===== config.mk =====
export PLATFORM = sky130hd
export DESIGN_NAME = box_distance_voxelizer_core
export DESIGN_NICKNAME = d
export VERILOG_FILES = /design/src/rtl/core/bdv_pkg.sv /design/src/rtl/core/bdv_axis_dist.sv /design/src/rtl/core/bdv_sqrt_cell.sv /design/src/rtl/core/box_distance_voxelizer_core.sv
export SDC_FILE = /design/constraint.sdc
export NUM_CORES = 2
export LEC_CHECK = 0
export BUFFER_PORTS_ARGS = -buffer_cell sky130_fd_sc_hd__buf_2
export CORE_ASPECT_RATIO = 1.4
export CORE_MARGIN = 2
export CORE_UTILIZATION = 55
export CTS_CLUSTER_SIZE = 14
export DETAILED_ROUTE_END_ITERATION = 8
export PLACE_DENSITY = 0.82
export SKIP_CTS_REPAIR_TIMING = 1
export SYNTH_ARGS = -nofsm -noshare
export SYNTH_HDL_FRONTEND = slang
export SYNTH_SLANG_ARGS = --single-unit

===== constraint.sdc =====
create_clock -name clk_i -period 14.5 [get_ports clk_i]
set_clock_uncertainty 0.1 [all_clocks]
set_input_delay 2.9 -clock clk_i [delete_from_list [all_inputs] [get_ports clk_i]]
set_output_delay 2.9 -clock clk_i [all_outputs]
set_load 0.02 [all_outputs]

===== src/rtl/core/bdv_pkg.sv =====
// ----------------------------------------------------------------------------
// bdv_pkg
// Shared types and constants for the box distance voxelizer.
// ----------------------------------------------------------------------------
package bdv_pkg;

  localparam int unsigned REG_W     = 20;  // bound register width
  localparam int unsigned IDX_W     = 10;  // voxel index field width
  localparam int unsigned VALUE_W   = 8;   // result field width
  localparam int unsigned CFG_IDX_W = 3;
  localparam int unsigned IN_DATA_W = 32;
  localparam int unsigned NUM_AXES  = 3;

  typedef enum logic [CFG_IDX_W-1:0] {
    REG_BOX_MIN_X = 3'd0,
    REG_BOX_MAX_X = 3'd1,
    REG_BOX_MIN_Y = 3'd2,
    REG_BOX_MAX_Y = 3'd3,
    REG_BOX_MIN_Z = 3'd4,
    REG_BOX_MAX_Z = 3'd5
  } bdv_reg_e;

  // Sideband that travels alongside the root datapath
  typedef struct packed {
    logic valid;
    logic all_pos;
    logic sat;
  } bdv_side_t;

  // Signed width of one axis distance
  function automatic int unsigned dist_w(int unsigned coord_bits, int unsigned frac_bits);
    int unsigned cb;
    int unsigned pw;
    cb = (coord_bits < IDX_W) ? coord_bits : IDX_W;
    pw = cb + frac_bits + 1;
    return ((pw > REG_W) ? pw : REG_W) + 1;
  endfunction

endpackage


===== src/rtl/core/bdv_axis_dist.sv =====
// ----------------------------------------------------------------------------
// bdv_axis_dist
// Signed distance of a voxel position to the faces of one box axis.
// ----------------------------------------------------------------------------
module bdv_axis_dist
  import bdv_pkg::*;
#(
  parameter int unsigned COORD_BITS = 10,
  parameter int unsigned FRAC_BITS  = 8
) (
  input  logic [IDX_W-1:0]                                 idx_i,
  input  logic signed [REG_W-1:0]                          lo_i,
  input  logic signed [REG_W-1:0]                          hi_i,
  output logic signed [dist_w(COORD_BITS, FRAC_BITS)-1:0]  dist_o
);

  localparam int unsigned CB  = (COORD_BITS < IDX_W) ? COORD_BITS : IDX_W;
  localparam int unsigned D_W = dist_w(COORD_BITS, FRAC_BITS);

  logic signed [D_W-1:0] pos;
  logic signed [D_W-1:0] lo;
  logic signed [D_W-1:0] hi;
  logic signed [D_W:0]   pos2;
  logic signed [D_W:0]   mid2;

  always_comb begin
    pos  = $signed(D_W'({idx_i[CB-1:0], {FRAC_BITS{1'b0}}}));
    lo   = D_W'(lo_i);
    hi   = D_W'(hi_i);
    pos2 = {pos, 1'b0};
    mid2 = (D_W+1)'(lo_i) + (D_W+1)'(hi_i);
    if (pos < lo) begin
      dist_o = pos - lo;
    end else if (pos > hi) begin
      dist_o = hi - pos;
    end else if (pos2 < mid2) begin
      dist_o = pos - lo;
    end else begin
      dist_o = hi - pos;
    end
  end

endmodule


===== src/rtl/core/bdv_sqrt_cell.sv =====
// ----------------------------------------------------------------------------
// bdv_sqrt_cell
// One stage of the digit-by-digit square root: settles one root bit.
// ----------------------------------------------------------------------------
module bdv_sqrt_cell
  import bdv_pkg::*;
#(
  parameter int unsigned RAD_W  = 32,
  parameter int unsigned ROOT_W = 16
) (
  input  logic              clk_i,
  input  logic              rst_ni,
  input  bdv_side_t         side_i,
  input  logic [RAD_W-1:0]  rad_i,
  input  logic [ROOT_W+1:0] rem_i,
  input  logic [ROOT_W-1:0] root_i,
  input  logic              ready_i,
  output logic              ready_o,
  output bdv_side_t         side_o,
  output logic [RAD_W-1:0]  rad_o,
  output logic [ROOT_W+1:0] rem_o,
  output logic [ROOT_W-1:0] root_o
);

  logic [ROOT_W+3:0] cand;
  logic [ROOT_W+3:0] trial;
  logic              take;
  logic [ROOT_W+1:0] rem_d;
  logic [ROOT_W-1:0] root_d;
  logic [RAD_W-1:0]  rad_d;

  assign ready_o = !side_o.valid || ready_i;

  always_comb begin
    cand   = {rem_i, rad_i[RAD_W-1 -: 2]};
    trial  = {2'b00, root_i, 2'b01};
    take   = (cand >= trial);
    rem_d  = take ? (ROOT_W+2)'(cand - trial) : cand[ROOT_W+1:0];
    root_d = {root_i[ROOT_W-2:0], take};
    rad_d  = {rad_i[RAD_W-3:0], 2'b00};
  end

  always_ff @(posedge clk_i or negedge rst_ni) begin
    if (!rst_ni) begin
      side_o <= '0;
    end else if (ready_o) begin
      side_o <= side_i;
    end
  end

  always_ff @(posedge clk_i) begin
    if (ready_o) begin
      rad_o  <= rad_d;
      rem_o  <= rem_d;
      root_o <= root_d;
    end
  end

endmodule


===== src/rtl/core/box_distance_voxelizer_core.sv =====
// ----------------------------------------------------------------------------
// box_distance_voxelizer_core
// Clamped signed distance of a voxel to an axis-aligned box.
// ----------------------------------------------------------------------------
// Takes one voxel per cycle, unless back-pressure from the output fills the
// pipeline, and returns one 8-bit value per voxel, in order. A voxel passes
// through five stages of axis distance, squaring, summing and two scalings by
// VALUE_MAX, then through the square-root chain, one cell per root bit, where
// ROOT_W = FRAC_BITS + 1 + clog2(VALUE_MAX + 1). The pipeline stalls only where
// it is full; bubbles are taken up. Bound registers are written through the cfg
// channel; the user must write them only while no voxel is in flight, as the
// block does not enforce it; index values beyond the six bounds are ignored.
// ----------------------------------------------------------------------------
module box_distance_voxelizer_core
  import bdv_pkg::*;
#(
  parameter int unsigned COORD_BITS = 10,
  parameter int unsigned FRAC_BITS  = 8,
  parameter int unsigned VALUE_MAX  = 127
) (
  input  logic                 clk_i,
  input  logic                 rst_ni,
  input  logic                 cfg_valid_i,
  output logic                 cfg_ready_o,
  input  logic [CFG_IDX_W-1:0] cfg_index_i,
  input  logic [REG_W-1:0]     cfg_data_i,
  input  logic                 s_axis_tvalid_i,
  output logic                 s_axis_tready_o,
  input  logic [IN_DATA_W-1:0] s_axis_tdata_i,  // x_index, y_index, z_index
  output logic                 m_axis_tvalid_o,
  input  logic                 m_axis_tready_i,
  output logic [VALUE_W-1:0]   m_axis_tdata_o   // voxel_value
);

  localparam int unsigned D_W    = dist_w(COORD_BITS, FRAC_BITS);
  localparam int unsigned MW     = FRAC_BITS + 2;
  localparam int unsigned SW     = 2 * MW;
  localparam int unsigned SLW    = 2 * FRAC_BITS + 2;
  localparam int unsigned VMB    = $clog2(VALUE_MAX + 1);
  localparam int unsigned M1W    = SLW + VMB;
  localparam int unsigned RAD_W  = SLW + 2 * VMB;
  localparam int unsigned ROOT_W = RAD_W / 2;

  localparam logic [MW-1:0]         LIM      = MW'(1) << (FRAC_BITS + 1);
  localparam logic [ROOT_W-1:0]     ONE      = ROOT_W'(1) << FRAC_BITS;
  localparam logic [VMB-1:0]        VM       = VMB'(VALUE_MAX);
  localparam logic signed [VMB:0]   VM_S     = (VMB+1)'(VALUE_MAX);
  localparam logic [ROOT_W:0]       ROOT_LIM = (ROOT_W+1)'(VALUE_MAX) << (FRAC_BITS + 1);

  // Configuration
  logic signed [REG_W-1:0] bound_q [2*NUM_AXES];

  assign cfg_ready_o = 1'b1;

  always_ff @(posedge clk_i or negedge rst_ni) begin
    if (!rst_ni) begin
      for (int i = 0; i < 2 * NUM_AXES; i++) begin
        bound_q[i] <= '0;
      end
    end else if (cfg_valid_i) begin
      case (bdv_reg_e'(cfg_index_i))
        REG_BOX_MIN_X: bound_q[0] <= cfg_data_i;
        REG_BOX_MAX_X: bound_q[1] <= cfg_data_i;
        REG_BOX_MIN_Y: bound_q[2] <= cfg_data_i;
        REG_BOX_MAX_Y: bound_q[3] <= cfg_data_i;
        REG_BOX_MIN_Z: bound_q[4] <= cfg_data_i;
        REG_BOX_MAX_Z: bound_q[5] <= cfg_data_i;
        default: ;
      endcase
    end
  end

  // Flow control
  logic      en_a, en_b, en_c, en_d, en_e, en_o;
  logic      va_q, vb_q;
  bdv_side_t side_c_q, side_d_q, side_e_q;
  logic      out_valid_q;

  bdv_side_t         cell_side [ROOT_W+1];
  logic [RAD_W-1:0]  cell_rad  [ROOT_W+1];
  logic [ROOT_W+1:0] cell_rem  [ROOT_W+1];
  logic [ROOT_W-1:0] cell_root [ROOT_W+1];
  logic              cell_rdy  [ROOT_W+1];

  assign en_o            = !out_valid_q || m_axis_tready_i;
  assign cell_rdy[ROOT_W] = en_o;
  assign en_e            = !side_e_q.valid || cell_rdy[0];
  assign en_d            = !side_d_q.valid || en_e;
  assign en_c            = !side_c_q.valid || en_d;
  assign en_b            = !vb_q || en_c;
  assign en_a            = !va_q || en_b;
  assign s_axis_tready_o = en_a;

  // Stage A: axis distances
  logic signed [D_W-1:0] dist_d [NUM_AXES];
  logic signed [D_W-1:0] dist_q [NUM_AXES];

  for (genvar a = 0; a < NUM_AXES; a++) begin : g_axis
    bdv_axis_dist #(
      .COORD_BITS (COORD_BITS),
      .FRAC_BITS  (FRAC_BITS)
    ) u_axis (
      .idx_i  (s_axis_tdata_i[a*IDX_W +: IDX_W]),
      .lo_i   (bound_q[2*a]),
      .hi_i   (bound_q[2*a+1]),
      .dist_o (dist_d[a])
    );
  end

  // Stage B: clamp and square
  logic [D_W-1:0] mag      [NUM_AXES];
  logic [MW-1:0]  mag_c    [NUM_AXES];
  logic [SW-1:0]  sq_q     [NUM_AXES];
  logic [NUM_AXES-1:0] neg_q, pos_q;

  always_comb begin
    for (int a = 0; a < NUM_AXES; a++) begin
      mag[a]   = (dist_q[a] < 0) ? D_W'(-dist_q[a]) : D_W'(dist_q[a]);
      mag_c[a] = (mag[a] > D_W'(LIM)) ? LIM : mag[a][MW-1:0];
    end
  end

  // Stage C: sum and saturation check
  logic [SW-1:0] sum_all, sum_neg, sum_sel;
  logic          all_pos;
  logic [SLW-1:0] s_lo_q;

  always_comb begin
    sum_all = '0;
    sum_neg = '0;
    for (int a = 0; a < NUM_AXES; a++) begin
      sum_all = sum_all + sq_q[a];
      sum_neg = sum_neg + (neg_q[a] ? sq_q[a] : SW'(0));
    end
    all_pos = &pos_q;
    sum_sel = all_pos ? sum_all : sum_neg;
  end

  // Stages D and E: scale by VALUE_MAX twice
  logic [M1W-1:0]   m1_q;
  logic [RAD_W-1:0] rad_q;

  always_ff @(posedge clk_i or negedge rst_ni) begin
    if (!rst_ni) begin
      va_q     <= 1'b0;
      vb_q     <= 1'b0;
      side_c_q <= '0;
      side_d_q <= '0;
      side_e_q <= '0;
    end else begin
      if (en_a) va_q <= s_axis_tvalid_i;
      if (en_b) vb_q <= va_q;
      if (en_c) begin
        side_c_q.valid   <= vb_q;
        side_c_q.all_pos <= all_pos;
        side_c_q.sat     <= (sum_sel[SW-1 -: 2] != 2'b00);
      end
      if (en_d) side_d_q <= side_c_q;
      if (en_e) side_e_q <= side_d_q;
    end
  end

  always_ff @(posedge clk_i) begin
    if (en_a) dist_q <= dist_d;
    if (en_b) begin
      for (int a = 0; a < NUM_AXES; a++) begin
        sq_q[a]  <= mag_c[a] * mag_c[a];
        neg_q[a] <= (dist_q[a] < 0);
        pos_q[a] <= (dist_q[a] > 0);
      end
    end
    if (en_c) s_lo_q <= sum_sel[SLW-1:0];
    if (en_d) m1_q   <= M1W'(s_lo_q * VM);
    if (en_e) rad_q  <= RAD_W'(m1_q * VM);
  end

  // Square-root cell chain
  assign cell_side[0] = side_e_q;
  assign cell_rad[0]  = rad_q;
  assign cell_rem[0]  = '0;
  assign cell_root[0] = '0;

  for (genvar c = 0; c < ROOT_W; c++) begin : g_cell
    bdv_sqrt_cell #(
      .RAD_W  (RAD_W),
      .ROOT_W (ROOT_W)
    ) u_cell (
      .clk_i   (clk_i),
      .rst_ni  (rst_ni),
      .side_i  (cell_side[c]),
      .rad_i   (cell_rad[c]),
      .rem_i   (cell_rem[c]),
      .root_i  (cell_root[c]),
      .ready_i (cell_rdy[c+1]),
      .ready_o (cell_rdy[c]),
      .side_o  (cell_side[c+1]),
      .rad_o   (cell_rad[c+1]),
      .rem_o   (cell_rem[c+1]),
      .root_o  (cell_root[c+1])
    );
  end

  // Output: round and saturate
  bdv_side_t            last;
  logic [ROOT_W-1:0]    root;
  logic [ROOT_W:0]      q_up;
  logic [ROOT_W-1:0]    q_dn;
  logic signed [VMB:0]  value;
  logic [VALUE_W-1:0]   out_q;

  always_comb begin
    last = cell_side[ROOT_W];
    root = cell_root[ROOT_W];
    q_up = {1'b0, root} + {1'b0, ONE};
    q_dn = root - ONE;
    if (last.sat) begin
      value = last.all_pos ? VM_S : -VM_S;
    end else if (last.all_pos) begin
      value = $signed({1'b0, q_up[FRAC_BITS+VMB:FRAC_BITS+1]});
    end else if (root >= ONE) begin
      value = -$signed({1'b0, q_dn[ROOT_W-1:FRAC_BITS+1]});
    end else begin
      value = '0;
    end
  end

  always_ff @(posedge clk_i or negedge rst_ni) begin
    if (!rst_ni) begin
      out_valid_q <= 1'b0;
    end else if (en_o) begin
      out_valid_q <= last.valid;
    end
  end

  always_ff @(posedge clk_i) begin
    if (en_o) out_q <= VALUE_W'(value);
  end

  assign m_axis_tvalid_o = out_valid_q;
  assign m_axis_tdata_o  = out_q;

  // Assertions
  a_stall_only_when_full: assert property (@(posedge clk_i) disable iff (!rst_ni)
    !s_axis_tready_o |-> m_axis_tvalid_o)
    else $error("input stalled with output register empty");

  a_out_from_chain: assert property (@(posedge clk_i) disable iff (!rst_ni)
    $rose(m_axis_tvalid_o) |-> $past(cell_side[ROOT_W].valid))
    else $error("result appeared without a transaction at the chain end");

  a_sat_pos_value: assert property (@(posedge clk_i) disable iff (!rst_ni)
    en_o && last.valid && last.sat && last.all_pos |=> m_axis_tdata_o == VALUE_W'(VM_S))
    else $error("saturated inside value is not VALUE_MAX");

  a_root_bound: assert property (@(posedge clk_i) disable iff (!rst_ni)
    last.valid && !last.sat |-> {1'b0, root} < ROOT_LIM)
    else $error("root exceeds VALUE_MAX range");

endmodule

==> qor.csv <==
stage,metric,value,unit
yosys,average size of a mapped cell,11.2,sq um
global_routing,vias in the first global route,47600,
global_routing,largest net degree at the start of global routing,66,
setup_path,crit end category,primary output,
timing,Slew HR,20.8,%
setup_path,worst-path maximum fanout,65,
run,Max Cap Viol,0,
route,1st-pass router iterations,8,
route,DR vias/cell,5.75,
setup_path,CP max stage delay,0.66,ns
setup_path,critical-path cell list,buf_2 -> nand2b_1 -> nor2_1 -> inv_1 -> nor2_1 -> nand2_2 -> buf_4 -> or4_2 -> buf_4 -> nor2_1 -> nand2_1 -> buf_4 -> inv_1 -> and3_1 -> nand3_4 -> buf_4 -> buf_2,
setup_path,crit path DAT,8.23,ns
floorplan,Die ar.,125000,sq um
clocking,number of clock sinks,1015,
global_routing,first-pass GRT wire length,234000,microns
yosys,Synth Register Bits,1015,
global_routing,initial antenna violation count,0,
route,post-DR wirelength/cell,18.6,microns
timing,final setup vio count,0,
setup_path,Crit Path Class,in -> out,
timing,worst slew pin tran,1.19,ns
worst_hold_path,Hold Path Class,reg -> reg,
setup_path,CP Launch Type,primary input,
place,GP Congestion,0.926,
finish,"Core Util, Final",60.2,%
timing,Final Hold Viols,0,
yosys,Mapped Area,67100,sq um
setup_path,Worst Path Required,11.50,ns
setup_path,r2r setup slk,5.44,ns
timing,Max Freq,0.0890,GHz
finish,n_diodes,0,
clocking,Num CTS Buffers,98,
yosys,Mapped Cells,6009,
yosys,async set-reset flop share out of synthesis,17.7,%
clocking,maximum clock path buffer count,3,
run_status,status,"finished, final reports clean",
timing,Slew Limit Fails,0,
timing,clock period minus final worst setup slack,11.23,ns
yosys,Post-synth EDFFs,835,
place,DP HPWL,113000,microns
clocking,"Clk Latency, worst-skew pair",0.71,ns
floorplan,Starting Density,55.4,%
yosys,Most used DFF post-synth,edfxtp_1,
floorplan,Core Rows,151,
route,DR DRC count,0,
setup_path,Crit path top cell by count,buf_4,
setup_path,FF-to-FF End,sq_q[0][59]$_DFFE_PP_,
clocking,clk root buf,clkbuf_16,
setup_path,slowest CP cell,inv_1,
route,via count of the routed design,45100,
floorplan,die width,299,microns
finish,layout cells sized above 1,7.94,%
route,Routed Wire Length,146000,microns
global_routing,Congestion Overflow GR,0,
setup_path,Critical Path Sink,s_axis_tready_o,
finish,Layout area overhead,8.67,%
clocking,CTS tree,yes,
setup_path,worst flop-to-flop path startpoint,dist_q[4]$_DFFE_PP_,
route,Routed Antenna Nets,0,
yosys,sequential fraction of the synthesis area,44.1,%
timing,RSZ-0062 raised after global routing,false,
route,DR iter-0 viols,2255,
timing,final hold slack,0.311,ns
clocking,Clock Pin Slew Worst Setup and Hold Paths,0.07,ns
yosys,cell taking the most area after synthesis,edfxtp_1,
setup_path,Critical Path Start,m_axis_tready_i,
yosys,Ys Warns,0,
setup_path,Reg2Reg Depth,28,
finish,Fill cells,9303,
timing,final setup TNS,0,ns
timing,fin crit share,77.5,%
global_routing,Total Routing Usage GR,23.4,%
floorplan,I/O pin cnt,71,
place,buffers added on ports,67,
floorplan,die height,417,microns
yosys,Synth top area share,37.3,%
clocking,H-tree lvl count,3,
floorplan,core box area,121000,sq um
finish,Final #Nets,7133,
yosys,"top cells by area, synth","edfxtp_1 (37%), ha_1 (11%), fa_1 (10%)",
yosys,post-synth cell types,88,
-- metal layers --
metal	vias to the layer above	track usage (%)	wire (microns)
met5	-	0	0
met4	0	14.2	9390
met3	437	2.74	4970
met2	1035	46.6	81600
met1	22200	22.4	49600
li1	21400	-	-
-- stage by stage --
step	setup WS [ns]	std cells	area (sq um)
final	3.27	7843	73000
after floorplan	1.95	6042	67300
after CTS	3.17	7843	73000
after global placement	3.45	7663	69600
after detailed placement	3.22	7663	69600
after global routing	2.84	7843	73000
-- cells in the final DEF (no fill, tap or decap), types with 30 or more instances in the layout --
cell	Yosys	routed
nand2b_1	79	79
nand4_1	42	42
conb_1	2	35
xor2_1	180	180
xnor2_1	292	292
mux2i_1	32	32
dfrtp_1	180	180
o21a_1	72	72
o21ai_0	229	229
or3_1	46	46
or2_2	32	32
nor4_1	36	36
and3_1	38	38
a31oi_1	36	36
inv_1	683	682
buf_2	1	66
a21boi_0	45	45
nor2b_1	62	62
edfxtp_1	835	835
a21o_1	82	82
nand3_1	133	128
nor3_1	148	146
fa_1	339	339
mux2_2	172	172
buf_4	1	34
nor2_1	389	389
o21bai_1	30	30
ha_1	577	577
nand2_1	437	433
o21ai_1	40	40
a21oi_1	303	303
o31ai_1	35	35
clkbuf_16	0	102
-- worst min path at each step --
stage                                                from                                    end  slack (ns)  depth (start not counted)
floorplan                              rad_q[8]$_DFFE_PP_   g_cell[0].u_cell.rad_o[10]$_DFFE_PP_        0.30                          0
global route         g_cell[4].u_cell.rad_o[14]$_DFFE_PP_   g_cell[5].u_cell.rad_o[16]$_DFFE_PP_        0.31                          0
global placement    g_cell[11].u_cell.rad_o[25]$_DFFE_PP_  g_cell[12].u_cell.rad_o[27]$_DFFE_PP_        0.30                          0
finish               g_cell[6].u_cell.rad_o[26]$_DFFE_PP_   g_cell[7].u_cell.rad_o[28]$_DFFE_PP_        0.31                          0
detailed placement                    rad_q[11]$_DFFE_PP_   g_cell[0].u_cell.rad_o[13]$_DFFE_PP_        0.30                          0
CTS                  g_cell[4].u_cell.rad_o[21]$_DFFE_PP_   g_cell[5].u_cell.rad_o[23]$_DFFE_PP_        0.31                          0
-- state kept, by name (all words and copies together), names as in the netlist, 8 cells and up --
name	flops
g_cell.u_cell.side_o	48
m1_q	25
bound_q	120
sq_q	57
dist_q	63
m_axis_tdata_o	8
rad_q	32
s_lo_q	18
g_cell.u_cell.root_o	136
g_cell.u_cell.rem_o	250
g_cell.u_cell.rad_o	240
-- area by class of cell --
type | count | area [sq um] | share of cell area (%)
clock inverters | 47 | 557 | 0.763
flip-flops and latches | 1015 | 29600 | 40.5
inverters | 689 | 2590 | 3.54
clock buffers | 133 | 2770 | 3.79
multi-input cells | 4252 | 34900 | 47.8
well taps | 1606 | 2010 | 2.75
repair buffers | 101 | 599 | 0.821
-- cells in the mapped netlist (46+ instances only) --
cell type / count
xor2_1: 180
clkbuf_1: 77
nor2_1: 389
dfrtp_1: 180
a21o_1: 82
o21a_1: 72
ha_1: 577
mux2_2: 172
fa_1: 339
o21ai_0: 229
or3_1: 46
nor2b_1: 62
nand2b_1: 79
a21oi_1: 303
inv_1: 683
edfxtp_1: 835
xnor2_1: 292
nand2_1: 437
nand3_1: 133
nor3_1: 148
-- critical path: cells and delay by family --
kind | cells | cell delay [ns]
buffers and inverters | 8 | 3.16
AND/OR/NAND/NOR | 9 | 2.05
-- cell families (layout without fill, tap and decap cells) --
kind of cell / after synthesis / after routing / synth area share, %
mux: 204 / 204 / 3.36
flops: 1015 / 1015 / 44.1
other cells: 2 / 35 / 0.0112
xor+xnor: 472 / 472 / 6.16
fa+ha+maj: 916 / 916 / 20.9
compound gates: 1053 / 1053 / 9.86
buf+inv: 775 / 970 / 4.35
simple gates: 1572 / 1572 / 11.4
Power is not shown: default switching activity piles up to over one toggle a cycle in this logic, so the estimate is an artifact.
